--- src/hdl/smx_pkg.sv ---
// Shared types, constants and opcodes for the stack machine execute unit.
package smx_pkg;

    localparam int STACK_DEPTH = 64;
    localparam int PTR_W = $clog2(STACK_DEPTH);
    localparam int CNT_W = $clog2(STACK_DEPTH + 1);
    localparam int DEPTH_W = 7;

    typedef enum logic [3:0] {
        OP_IN   = 4'd0,
        OP_OUT  = 4'd1,
        OP_DROP = 4'd2,
        OP_ADD  = 4'd3,
        OP_SUB  = 4'd4,
        OP_MOD  = 4'd5,
        OP_DIV  = 4'd6,
        OP_MUL  = 4'd7,
        OP_AND  = 4'd8,
        OP_OR   = 4'd9,
        OP_LIT  = 4'd10,
        OP_SWAP = 4'd11,
        OP_DUP  = 4'd12,
        OP_IFEQ = 4'd13,
        OP_IFLT = 4'd14,
        OP_JUMP = 4'd15
    } t_op;

    typedef enum logic [2:0] {
        ST_OK        = 3'd0,
        ST_UNDERFLOW = 3'd1,
        ST_OVERFLOW  = 3'd2,
        ST_DIVZERO   = 3'd3,
        ST_BADDUP    = 3'd4
    } t_status;

    typedef struct packed {
        logic [3:0]         func;
        logic signed [31:0] argument;
        logic signed [31:0] in_value;
    } t_in;

    typedef struct packed {
        logic               out_valid;
        logic signed [31:0] out_value;
        logic               branch_taken;
        logic signed [31:0] branch_target;
        logic [2:0]         status;
        logic [6:0]         stack_depth;
    } t_out;

    typedef enum logic [3:0] {
        S_IDLE,
        S_POPA_REQ,
        S_POPA,
        S_POPB,
        S_EXEC,
        S_DIV,
        S_MUL,
        S_SWAP_RD,
        S_SWAP_WR,
        S_SWAP_LO,
        S_DUP_RD,
        S_DUP_WR,
        S_DONE
    } t_state;

    // Commands from controller to datapath.
    typedef struct packed {
        logic       load;       // capture the input transaction
        logic       rd_top;     // read entry count-1
        logic       rd_next;    // read entry count-2
        logic       pop_a;      // pop into operand a
        logic       pop_b;      // pop into operand b
        logic       exec;       // compute combinational result and push
        logic       div_start;
        logic       div_step;
        logic       div_push;
        logic       mul_push;
        logic       swap_wr;    // write next entry into top slot
        logic       swap_lo;    // write old top into next slot
        logic       flag_few;   // flag too few entries
        logic       dup_init;
        logic       dup_rd;
        logic       dup_wr;
        logic       br_cmp;     // evaluate IFEQ/IFLT on popped operands
        logic       push_in;    // push in_value or literal
    } t_cmd;

    // Status from datapath to controller.
    typedef struct packed {
        logic [3:0] func;
        logic       count_lt2;
        logic       dup_bad;
        logic       dup_last;
        logic       div_done;
    } t_sts;

endpackage

--- src/hdl/smx_datapath.sv ---
// Datapath: stack memory, count, operand registers, iterative divider, result.
module smx_datapath
    import smx_pkg::*;
(
    input  logic i_clk,
    input  logic i_rst_n,
    input  t_in  i_item,
    input  t_cmd i_cmd,
    output t_sts o_sts,
    output t_out o_result
);

    logic [31:0]      r_mem [STACK_DEPTH];
    logic [31:0]      r_rdata;
    logic [CNT_W-1:0] r_count;
    t_in              r_item;
    logic [31:0]      r_a;
    logic [31:0]      r_b;
    logic [2:0]       r_status;
    logic             r_out_valid;
    logic [31:0]      r_out_value;
    logic             r_taken;
    logic [CNT_W-1:0] r_dup_left;
    logic [CNT_W-1:0] r_dup_src;
    logic [31:0]      r_rem;
    logic [31:0]      r_quo;
    logic [31:0]      r_den;
    logic [5:0]       r_div_cnt;
    logic             r_nneg;
    logic             r_qneg;
    logic [31:0]      r_prod;

    logic [PTR_W-1:0] rd_addr;
    logic             wr_en;
    logic [PTR_W-1:0] wr_addr;
    logic [31:0]      wr_data;
    logic             full;
    logic             empty;
    logic [31:0]      exec_val;
    logic [32:0]      div_trial;
    logic [31:0]      div_shift;
    logic [31:0]      num_mag;
    logic [31:0]      den_mag;
    logic             push_req;
    logic [31:0]      push_val;
    logic [2:0]       flag_code;
    logic             flag_req;
    logic [CNT_W-1:0] arg_clip;

    assign full  = (r_count == CNT_W'(STACK_DEPTH));
    assign empty = (r_count == '0);

    always_comb begin
        unique case (t_op'(r_item.func))
            OP_ADD:  exec_val = r_a + r_b;
            OP_SUB:  exec_val = r_b - r_a;
            OP_AND:  exec_val = r_a & r_b;
            default: exec_val = r_a | r_b;
        endcase
    end

    assign num_mag   = r_b[31] ? 32'd0 - r_b : r_b;
    assign den_mag   = r_a[31] ? 32'd0 - r_a : r_a;
    assign div_shift = {r_rem[30:0], r_quo[31]};
    assign div_trial = {1'b0, div_shift} - {1'b0, r_den};

    always_comb begin
        rd_addr = PTR_W'(r_count - CNT_W'(1));
        if (i_cmd.rd_next || i_cmd.pop_a) begin
            rd_addr = PTR_W'(r_count - CNT_W'(2));
        end else if (i_cmd.dup_rd) begin
            rd_addr = PTR_W'(r_dup_src);
        end
    end

    always_comb begin
        push_req = 1'b0;
        push_val = '0;
        if (i_cmd.push_in) begin
            push_req = 1'b1;
            push_val = (t_op'(r_item.func) == OP_IN) ? r_item.in_value : r_item.argument;
        end else if (i_cmd.exec) begin
            push_req = 1'b1;
            push_val = exec_val;
        end else if (i_cmd.div_push) begin
            push_req = 1'b1;
            if (r_a == '0) begin
                push_val = '0;
            end else if (t_op'(r_item.func) == OP_MOD) begin
                push_val = r_nneg ? 32'd0 - r_rem : r_rem;
            end else begin
                push_val = r_qneg ? 32'd0 - r_quo : r_quo;
            end
        end else if (i_cmd.mul_push) begin
            push_req = 1'b1;
            push_val = r_prod;
        end else if (i_cmd.dup_wr) begin
            push_req = 1'b1;
            push_val = r_rdata;
        end
    end

    always_comb begin
        wr_en   = 1'b0;
        wr_addr = PTR_W'(r_count);
        wr_data = push_val;
        if (push_req && !full) begin
            wr_en = 1'b1;
        end else if (i_cmd.swap_wr) begin
            wr_en   = 1'b1;
            wr_addr = PTR_W'(r_count - CNT_W'(1));
            wr_data = r_rdata;
        end else if (i_cmd.swap_lo) begin
            wr_en   = 1'b1;
            wr_addr = PTR_W'(r_count - CNT_W'(2));
            wr_data = r_a;
        end
    end

    always_comb begin
        flag_req  = 1'b0;
        flag_code = ST_OK;
        if (i_cmd.flag_few) begin
            flag_req  = 1'b1;
            flag_code = ST_UNDERFLOW;
        end else if ((i_cmd.pop_a || i_cmd.pop_b) && empty) begin
            flag_req  = 1'b1;
            flag_code = ST_UNDERFLOW;
        end else if (i_cmd.div_start && r_a == '0 && t_op'(r_item.func) != OP_MUL) begin
            flag_req  = 1'b1;
            flag_code = ST_DIVZERO;
        end else if (push_req && full) begin
            flag_req  = 1'b1;
            flag_code = ST_OVERFLOW;
        end
    end

    assign arg_clip = (r_item.argument > $signed({1'b0, 32'(r_count)}))
                    ? r_count : CNT_W'(r_item.argument);

    always_ff @(posedge i_clk) begin
        r_rdata <= r_mem[rd_addr];
        if (wr_en) begin
            r_mem[wr_addr] <= wr_data;
        end
    end

    always_ff @(posedge i_clk) begin
        if (!i_rst_n) begin
            r_count <= '0;
        end else if (push_req && !full) begin
            r_count <= r_count + CNT_W'(1);
        end else if ((i_cmd.pop_a || i_cmd.pop_b) && !empty) begin
            r_count <= r_count - CNT_W'(1);
        end
    end

    always_ff @(posedge i_clk) begin
        if (i_cmd.load) begin
            r_item      <= i_item;
            r_status    <= ST_OK;
            r_out_valid <= (t_op'(i_item.func) == OP_OUT);
            r_out_value <= '0;
            r_taken     <= (t_op'(i_item.func) == OP_JUMP);
            r_a         <= '0;
            r_b         <= '0;
        end else begin
            if (flag_req && r_status == ST_OK) begin
                r_status <= flag_code;
            end
            if (i_cmd.pop_a) begin
                r_a <= empty ? 32'hFFFF_FFFF : r_rdata;
                if (t_op'(r_item.func) == OP_OUT) begin
                    r_out_value <= empty ? 32'hFFFF_FFFF : r_rdata;
                end
            end
            if (i_cmd.pop_b) begin
                r_b <= empty ? 32'hFFFF_FFFF : r_rdata;
            end
            if (i_cmd.rd_next) begin
                r_a <= r_rdata;
            end
            if (i_cmd.br_cmp) begin
                r_taken <= (t_op'(r_item.func) == OP_IFEQ) ? (r_a == r_b)
                         : ($signed(r_b) < $signed(r_a));
            end
        end
        if (i_cmd.div_start) begin
            r_rem     <= '0;
            r_quo     <= num_mag;
            r_den     <= den_mag;
            r_div_cnt <= '0;
            r_nneg    <= r_b[31];
            r_qneg    <= r_b[31] ^ r_a[31];
            r_prod    <= r_a * r_b;
        end else if (i_cmd.div_step) begin
            r_div_cnt <= r_div_cnt + 6'd1;
            if (!div_trial[32]) begin
                r_rem <= div_trial[31:0];
                r_quo <= {r_quo[30:0], 1'b1};
            end else begin
                r_rem <= div_shift;
                r_quo <= {r_quo[30:0], 1'b0};
            end
        end
        if (i_cmd.dup_init) begin
            r_dup_left <= arg_clip;
            r_dup_src  <= r_count - arg_clip;
        end else if (i_cmd.dup_wr) begin
            r_dup_left <= r_dup_left - CNT_W'(1);
            r_dup_src  <= r_dup_src + CNT_W'(1);
        end
    end

    assign o_sts.func      = r_item.func;
    assign o_sts.count_lt2 = (r_count < CNT_W'(2));
    assign o_sts.dup_bad   = (r_item.argument <= 0);
    assign o_sts.dup_last  = (r_dup_left == '0);
    assign o_sts.div_done  = (r_div_cnt == 6'd32) || (r_a == '0);

    assign o_result.out_valid     = r_out_valid;
    assign o_result.out_value     = r_out_value;
    assign o_result.branch_taken  = r_taken;
    assign o_result.branch_target = r_taken ? r_item.argument : '0;
    assign o_result.status        = (t_op'(r_item.func) == OP_DUP && r_item.argument <= 0)
                                  ? ST_BADDUP : r_status;
    assign o_result.stack_depth   = DEPTH_W'(r_count);

`ifndef ASSERT_OFF
    a_count_range: assert property (@(posedge i_clk) disable iff (!i_rst_n)
        r_count <= CNT_W'(STACK_DEPTH)) else $error("stack count out of range");
    a_no_push_full: assert property (@(posedge i_clk) disable iff (!i_rst_n)
        (push_req && full) |=> $stable(r_count)) else $error("push on full stack");
    a_div_bounded: assert property (@(posedge i_clk) disable iff (!i_rst_n)
        i_cmd.div_step |-> r_div_cnt < 6'd32) else $error("divider overrun");
`endif

endmodule

--- src/hdl/smx_control.sv ---
// Controller state machine sequencing one instruction through the datapath.
module smx_control
    import smx_pkg::*;
(
    input  logic i_clk,
    input  logic i_rst_n,
    input  logic i_in_valid,
    output logic o_in_ready,
    output logic o_out_valid,
    input  logic i_out_ready,
    input  t_sts i_sts,
    output t_cmd o_cmd
);

    t_state r_state;
    t_state n_state;

    always_ff @(posedge i_clk) begin
        if (!i_rst_n) begin
            r_state <= S_IDLE;
        end else begin
            r_state <= n_state;
        end
    end

    always_comb begin
        n_state     = r_state;
        o_cmd       = '0;
        o_in_ready  = 1'b0;
        o_out_valid = 1'b0;
        unique case (r_state)
            S_IDLE: begin
                o_in_ready = 1'b1;
                if (i_in_valid) begin
                    o_cmd.load = 1'b1;
                    n_state    = S_POPA_REQ;
                end
            end
            S_POPA_REQ: begin
                unique case (t_op'(i_sts.func))
                    OP_IN, OP_LIT: begin
                        o_cmd.push_in = 1'b1;
                        n_state       = S_DONE;
                    end
                    OP_JUMP: n_state = S_DONE;
                    OP_SWAP, OP_IFEQ, OP_IFLT: begin
                        if (i_sts.count_lt2) begin
                            o_cmd.flag_few = 1'b1;
                            n_state        = S_DONE;
                        end else if (t_op'(i_sts.func) == OP_SWAP) begin
                            n_state = S_SWAP_RD;
                        end else begin
                            n_state = S_POPA;
                        end
                    end
                    OP_DUP: begin
                        if (i_sts.dup_bad) begin
                            n_state = S_DONE;
                        end else begin
                            o_cmd.dup_init = 1'b1;
                            n_state        = S_DUP_RD;
                        end
                    end
                    default: n_state = S_POPA;
                endcase
            end
            S_POPA: begin
                o_cmd.pop_a = 1'b1;
                if (t_op'(i_sts.func) == OP_OUT || t_op'(i_sts.func) == OP_DROP) begin
                    n_state = S_DONE;
                end else begin
                    n_state = S_POPB;
                end
            end
            S_POPB: begin
                o_cmd.pop_b = 1'b1;
                n_state     = S_EXEC;
            end
            S_EXEC: begin
                unique case (t_op'(i_sts.func))
                    OP_IFEQ, OP_IFLT: begin
                        o_cmd.br_cmp = 1'b1;
                        n_state      = S_DONE;
                    end
                    OP_DIV, OP_MOD: begin
                        o_cmd.div_start = 1'b1;
                        n_state         = S_DIV;
                    end
                    OP_MUL: begin
                        o_cmd.div_start = 1'b1;
                        n_state         = S_MUL;
                    end
                    default: begin
                        o_cmd.exec = 1'b1;
                        n_state    = S_DONE;
                    end
                endcase
            end
            S_DIV: begin
                if (i_sts.div_done) begin
                    o_cmd.div_push = 1'b1;
                    n_state        = S_DONE;
                end else begin
                    o_cmd.div_step = 1'b1;
                end
            end
            S_MUL: begin
                o_cmd.mul_push = 1'b1;
                n_state        = S_DONE;
            end
            S_SWAP_RD: begin
                o_cmd.rd_next = 1'b1;
                n_state       = S_SWAP_WR;
            end
            S_SWAP_WR: begin
                o_cmd.swap_wr = 1'b1;
                n_state       = S_SWAP_LO;
            end
            S_SWAP_LO: begin
                o_cmd.swap_lo = 1'b1;
                n_state       = S_DONE;
            end
            S_DUP_RD: begin
                if (i_sts.dup_last) begin
                    n_state = S_DONE;
                end else begin
                    o_cmd.dup_rd = 1'b1;
                    n_state      = S_DUP_WR;
                end
            end
            S_DUP_WR: begin
                o_cmd.dup_wr = 1'b1;
                n_state      = S_DUP_RD;
            end
            S_DONE: begin
                o_out_valid = 1'b1;
                if (i_out_ready) begin
                    n_state = S_IDLE;
                end
            end
            default: n_state = S_IDLE;
        endcase
    end

`ifndef ASSERT_OFF
    a_accept_idle: assert property (@(posedge i_clk) disable iff (!i_rst_n)
        o_cmd.load |-> r_state == S_IDLE) else $error("load outside idle");
    a_hold_result: assert property (@(posedge i_clk) disable iff (!i_rst_n)
        (o_out_valid && !i_out_ready) |=> r_state == S_DONE) else $error("result dropped");
    a_one_push: assert property (@(posedge i_clk) disable iff (!i_rst_n)
        $onehot0({o_cmd.exec, o_cmd.push_in, o_cmd.div_push, o_cmd.mul_push, o_cmd.dup_wr}))
        else $error("multiple pushes");
`endif

endmodule

--- src/hdl/stack_machine_execute_unit.sv ---
// Top level of the stack machine execute unit.
// One instruction transaction at a time: the unit takes a new instruction only after the
// previous result has been taken. IN, LIT, JUMP, a bad DUP count and a SWAP, IFEQ or IFLT
// on fewer than two entries finish at decode; OUT and DROP pop one entry; ADD, SUB, AND,
// OR, IFEQ and IFLT pop two; SWAP reads and rewrites the top two entries; MUL pops two and
// pushes the product; DIV and MOD pop two and run a radix-2 restoring divider, one quotient
// bit per cycle (no steps on a zero divisor); DUP copies k entries (up to 64), one read and
// one write per copy through the stack memory. The stack holds 64 entries.
module stack_machine_execute_unit
    import smx_pkg::*;
(
    input  logic i_clk,
    input  logic i_rst_n,
    input  logic i_in_valid,
    output logic o_in_ready,
    input  t_in  i_in_data,
    output logic o_out_valid,
    input  logic i_out_ready,
    output t_out o_out_data
);

    t_cmd cmd;
    t_sts sts;

    smx_control u_control (
        .i_clk       (i_clk),
        .i_rst_n     (i_rst_n),
        .i_in_valid  (i_in_valid),
        .o_in_ready  (o_in_ready),
        .o_out_valid (o_out_valid),
        .i_out_ready (i_out_ready),
        .i_sts       (sts),
        .o_cmd       (cmd)
    );

    smx_datapath u_datapath (
        .i_clk    (i_clk),
        .i_rst_n  (i_rst_n),
        .i_item   (i_in_data),
        .i_cmd    (cmd),
        .o_sts    (sts),
        .o_result (o_out_data)
    );

endmodule

--- config.mk ---
export PLATFORM = sky130hd
export DESIGN_NAME = stack_machine_execute_unit
export DESIGN_NICKNAME = d
export VERILOG_FILES = /design/src/hdl/smx_pkg.sv /design/src/hdl/smx_datapath.sv /design/src/hdl/smx_control.sv /design/src/hdl/stack_machine_execute_unit.sv
export SDC_FILE = /design/constraint.sdc
export NUM_CORES = 2
export LEC_CHECK = 0
export BUFFER_PORTS_ARGS = -buffer_cell sky130_fd_sc_hd__buf_4
export CORE_ASPECT_RATIO = 1.4
export CORE_MARGIN = 3
export CORE_UTILIZATION = 35
export CTS_BUF_LIST = sky130_fd_sc_hd__clkbuf_4
export CTS_CLUSTER_SIZE = 40
export DETAILED_ROUTE_END_ITERATION = 16
export PLACE_DENSITY = 0.49
export SYNTH_ARGS = -nofsm -noshare
export SYNTH_HDL_FRONTEND = slang
export SYNTH_SLANG_ARGS = --single-unit
--- constraint.sdc ---
create_clock -name i_clk -period 16.7 [get_ports i_clk]
set_clock_uncertainty 0.15 [all_clocks]
set_input_delay 0.835 -clock i_clk [delete_from_list [all_inputs] [get_ports i_clk]]
set_output_delay 0.835 -clock i_clk [all_outputs]
set_load 0.005 [all_outputs]
# == After elaboration in Yosys (flattened, before gate mapping) ==
# Memories as Yosys holds them, arrays and structs flattened. A register that Yosys moved wholly into a read port is not among the register bits.
# Cells that the tools add are included.
# W data, S select, Z words.
# word_totals
mem_bits_rw,2048
out_inout_bits,78
ff_bits,330
wordCells,211
mem_count,1
# mem_list
name,depth,word_bits,rd,rd_ports_with_merged_regs,write_ports,line_no,text
u_datapath.r_mem,64,32,1,1,1,smx_datapath.sv:13,logic [31:0] r_mem [STACK_DEPTH];
# classes
n_reduce_logical,35
order_cmp,4
n_addsub,14
n_bitwise,3
n_mul,1
eq_ne,35
mux,97
# op_table
cell,count
$mux W32,21
$sub A1 B32 Y32 const A,4
$pmux W32 S3,1
$eq A4 B4 Y1 const B,13
$mux W7,7
$pmux W4 S12,1
$mux W1,43
$sub A32 B32 Y33,1
$add A32 B32 Y32,1
$and A32 B32 Y32,1
$eq A32 B32 Y1,1
$eq A4 B3 Y1 const B,8
$gt A32 B8 Y1,1
$le A32 B1 Y1 const B,1
$logic_not A32 Y1,1
$lt A32 B32 Y1,1
$mul A32 B32 Y32,1
$or A32 B32 Y32,1
$sub A32 B32 Y32,1
$mux W31,1
$mux W6,5
$mux W3,7
$mux W4,5
$eq A4 B2 Y1 const B,4
27 further kinds,58

# == Longest topological paths before layout ==
# depth
depth_word,13
depth_mapped,29
mapped_depth_nobuf,28

# == Modules after synthesis ==
# From an unflattened synthesis, not the netlist that was laid out.
# unflattened
hier_cells,8403
hier_area_um2,119035.4
# modules_own_cells
module,cells_each,seq_area_each_um2,instances,area_per_inst_um2
smx_datapath,8287,70437.6,1,118275.9
smx_control,116,80.1,1,759.5

# == Least setup slack after synthesis ==
# OpenSTA, ideal clock, no wires.
# synth_path
kind,reg2reg
from,register u_datapath.r_b[2]
to,register u_datapath.r_prod[31] (data pin)
n_path_buf,3
t_required_ps,16290
setup_time_ps,260
path_stages_with_launch,29
slack_ps,8808
t_arrival_ps,7482
path_cell_list,dfxtp_1 > clkbuf_1 > inv_1 > clkbuf_1 > buf_1 > nor2_1 > fa_1 > inv_1 > fa_1 > fa_1 > fa_1 > inv_1 > fa_1 > inv_1 > fa_1 > fa_1 > fa_1 > inv_1 > ha_1 > nand3_1 > nand2_1 > a221o_1 > a2111oi_0 > nor3_1 > a211o_1 > a21o_1 > a21oi_1 > o21ai_0 > xnor2_1
# synth_between
elab_chain_cells,1
# synth_rtl
item,line_no,text
start: declaration,smx_datapath.sv:18,logic [31:0] r_b;
start signal: assignment,smx_datapath.sv:178,r_b <= empty ? 32'hFFFF_FFFF : r_rdata;
$mul A32 B32 Y32,smx_datapath.sv:195,r_prod <= r_a * r_b;
end signal: assignment,smx_datapath.sv:195,
end: declaration,smx_datapath.sv:31,logic [31:0] r_prod;
# No other way between the ends.
# A chain may end at the register's enable or synchronous reset.

# == Final worst setup path ==
# layout_path
from,register u_datapath.r_b[4]
to,register u_datapath.r_prod[31] (data pin)
# The elaborated chain is that of the path after synthesis.

==> reports/metrics.yaml <==
min_period_ns: 9.841
finalPower_mw: 27.16
track_usage_pct: 26.04
reg2reg_slack_ns: 6.86
r2r_start: "u_datapath.r_b[4]$_SDFFE_PP0P_"
synth.most_common_cell: "edfxtp_1"
viasPerCell: 5.559
worstSetupPathType: "register to register"
coreArea_mm2: 0.3348
min_to: "u_datapath.o_sts[4]$_DFFE_PP_"
clk_root_buffer_cell: "clkbuf_4"
synthArstFlopShare_pct: 0
pre_cts_slack_ns: 7.054
dp_hpwl_um: 306900
p_per_area_mw_per_mm2: 201.4
drv_cap: 0
syn_area_mm2: 0.1179
gp_congestion: 1.007
cp_cell_sequence: "clkinv_1 > nor2_1 > fa_1 > inv_1 > fa_1 > fa_1 > fa_1 > inv_1 > fa_1 > fa_1 > fa_1 > fa_1 > ha_1 > a21oi_1 > nand2_1 > a221o_1 > a2111oi_0 > nor3_1 > a211o_1 > a21o_1 > a21oi_1 > o21ai_0 > xnor2_1"
cts_setup_buffers: 0
max_stage_delay_ns: 0.99
cp.arrival_ns: 10.63
synth_commonest_cells: "edfxtp_1 (2229), nand2_1 (971), nor2_1 (676), inv_1 (564), mux4_2 (460)"
violations: "slew limit"
first_pass_iters: 7
final.setup.worst_slack_ns: 6.859
crit_fanout: 18
start_util_pct: 35.23
syn-num-nets: 9175
antenna_found_initial: 23
ys_seq_elements: 2408
ys.flop_type: "edfxtp_1"
yosysTopAreaCell: "edfxtp_1"
route.vias.total: 77830
required_ns: 17.48
ys_seq_area_share_pct: 59.80
cts_tree: "built"
io_buffers: 149
fin_tns_setup_ns: 0
slowest_stage: "clkinv_1"
grt.overflow.total: 0
drt_iter0_markers: 6993
cts.clk_slew.worst_paths_ns: 0.07
clock_latency_ns: 1.36
place_area_mm2: 0.1256
worst_slew_pin_slew_ns: 1.571
netlist.area_leader.share_pct: 56.76
ioPinCount: 150
multi_input_area_mm2: 0.04409
max_clock_freq_mhz: 101.6
status: "complete, but fails checks"
drive_above_1_share_pct: 21.57
fin_area_mm2: 0.1349
seqCellArea_mm2: 0.07052
fillers: 31715
grt_pass1_wl_um: 628900
die_area_mm2: 0.3440
slew_headroom_pct: -4.738
wl_per_cell_um: 32.38
drc: 0
ir_drop_mv: 0.1602
cts_resized: 0
grt_max_degree: 145
finalHoldViolations: 0
timing.rr.end: "u_datapath.r_prod[31]$_DFFE_PP_"
finalCritPeriodShare_pct: 58.93
ant_nets: 0
synth_cells: 8414
clock-sinks: 2408
areaGrowthSynthToFinish_pct: 14.36
synthTopCellsByArea: "edfxtp_1 (57%), mux4_2 (8.8%), fa_1 (7.0%)"
h-tree-depth: 6
critPathMostFrequentCell: "fa_1"
worstSetupEndpointType: "register"
slew_violations: 2
wl_um: 453400
synth-edff-count: 2229
grt_pass1_vias: 81121
hold_path.startpoint: "i_in_data[64]"
crit_start: "u_datapath.r_b[4]$_SDFFE_PP0P_"
final_nets: 9880
setup_violations: 0
clk_path_buf_depth: 4
critPathTopFamily: "adder cells"
std_cell_rows: 251
syn_avg_cell_area_um2: 14.02
critPathLaunchType: "register"
leakage_nw: 47.92
hp-class: "input pin to register"
hold_depth: 2
rsz0062_at_grt: "no"
fp.dieH_um: 692.8
yosys_warnings: 0
die_w_um: 496.6
cp_num_buf_inv: 3
reg2reg_depth: 23
ys_types: 94
cts_buffers: 618
-- where the power goes --
group | switching (mW) | leakage, nW | internal [mW]
logic | 9.45 | 21.3 | 4.14
clock network | 2.48 | 4.63 | 2.68
registers | 0.496 | 22.0 | 7.92
-- routing by layer --
layer	vias to the layer above	routed length [µm]	track usage, %
met2	3185	227600	44.92
met1	40662	160900	29.02
met3	1033	25300	4.054
li1	32944	-	-
met4	6	39620	19.11
met5	-	41	0
-- cell usage in the layout (no fill, tap or decap), types with 40 or more instances in the layout --
| master | netlist | layout |
|---|---|---|
| nor3_1 | 99 | 89 |
| edfxtp_1 | 2229 | 2229 |
| nand2_1 | 971 | 969 |
| o31ai_1 | 44 | 44 |
| o22ai_1 | 43 | 40 |
| a211oi_1 | 93 | 93 |
| inv_1 | 564 | 563 |
| and2_1 | 53 | 53 |
| clkinv_1 | 18 | 120 |
| mux4_2 | 460 | 460 |
| a21o_1 | 44 | 44 |
| dfxtp_1 | 179 | 178 |
| ha_1 | 277 | 277 |
| o21ai_0 | 240 | 232 |
| fa_1 | 412 | 412 |
| xnor2_1 | 198 | 198 |
| nand3_1 | 274 | 274 |
| dlygate4sd3_1 | 0 | 137 |
| nor2_1 | 676 | 608 |
| clkbuf_4 | 0 | 892 |
| nand4_1 | 47 | 47 |
| buf_4 | 49 | 429 |
| mux2i_1 | 75 | 75 |
| xor2_1 | 78 | 78 |
| a221oi_1 | 53 | 53 |
| nor2_4 | 0 | 63 |
| a21oi_1 | 207 | 206 |
-- cells by family (layout without fill, tap and decap cells) --
family	after synthesis	count (layout)	synth area share, %
AOI/OAI and AO/OA	1115	1115	6.544
adders and majority gates	689	689	9.933
and+or+nand+nor	2315	2315	8.525
buffers and inverters	1073	2215	3.700
other	0	18	0
xor gates and xnor gates	276	276	2.050
DFF	2408	2408	59.80
muxes	538	538	9.452
-- final cells by class --
| cell class | count | share of cell area, % |
|---|---|---|
| Clock buffer | 892 | 4.965 |
| Inverter | 589 | 1.644 |
| Timing Repair Buffer | 569 | 3.449 |
| Antenna cell | 18 | 0.03340 |
| Sequential cell | 2408 | 52.29 |
| Tap cell | 4427 | 4.107 |
| Multi-Input combinational cell | 4933 | 32.69 |
| Clock inverter | 165 | 0.8174 |
-- worst max path at each step --
stage / depth (start not counted) / to
final: 23 / u_datapath.r_prod[31]$_DFFE_PP_
after global routing: 23 / u_datapath.r_prod[31]$_DFFE_PP_
after CTS: 23 / u_datapath.r_prod[31]$_DFFE_PP_
after detailed placement: 23 / u_datapath.r_prod[31]$_DFFE_PP_
after global placement: 23 / u_datapath.r_prod[31]$_DFFE_PP_
after floorplan: 28 / u_datapath.r_prod[31]$_DFFE_PP_
-- stage by stage --
stage / std cells / hold WS, ns / utilization (%)
after detailed placement: 12789 / 0.3435 / 37.53
after floorplan: 8414 / 0.2954 / -
after CTS: 13983 / 0.003548 / 40.27
after global placement: 12789 / 0.3430 / 37.53
final: 14001 / 0.1836 / 40.28
after global routing: 13990 / 0.06103 / 40.28
-- registers in the layout, indices dropped and copies added (netlist names) --
register and flops:
u_control.r_state 4, u_datapath.r_out_value 32, u_datapath.o_sts 4, u_datapath.r_dup_left 7
u_datapath.r_taken 1, u_datapath.r_b 32, u_datapath.r_div_cnt 6, u_datapath.r_out_valid 1
u_datapath.r_item 64, u_datapath.r_a 32, u_datapath.r_den 32, u_datapath.r_dup_src 6
u_datapath.r_rdata 32, u_datapath.r_rem 32, u_datapath.r_quo 32, u_datapath.r_prod 32
u_datapath.r_status 2, u_datapath.r_nneg 1, u_datapath.r_count 7, u_datapath.r_qneg 1
u_datapath.r_mem 2048
-- what timing repair did --
| item | 4_1_cts | 5_1_grt |
|---|---|---|
| endpoints found under the hold margin | 113 | 0 |
| endpoints found under the setup margin | 0 | 0 |
| hold buffers | 137 | 0 |
Power figures use the tool's default switching activity.
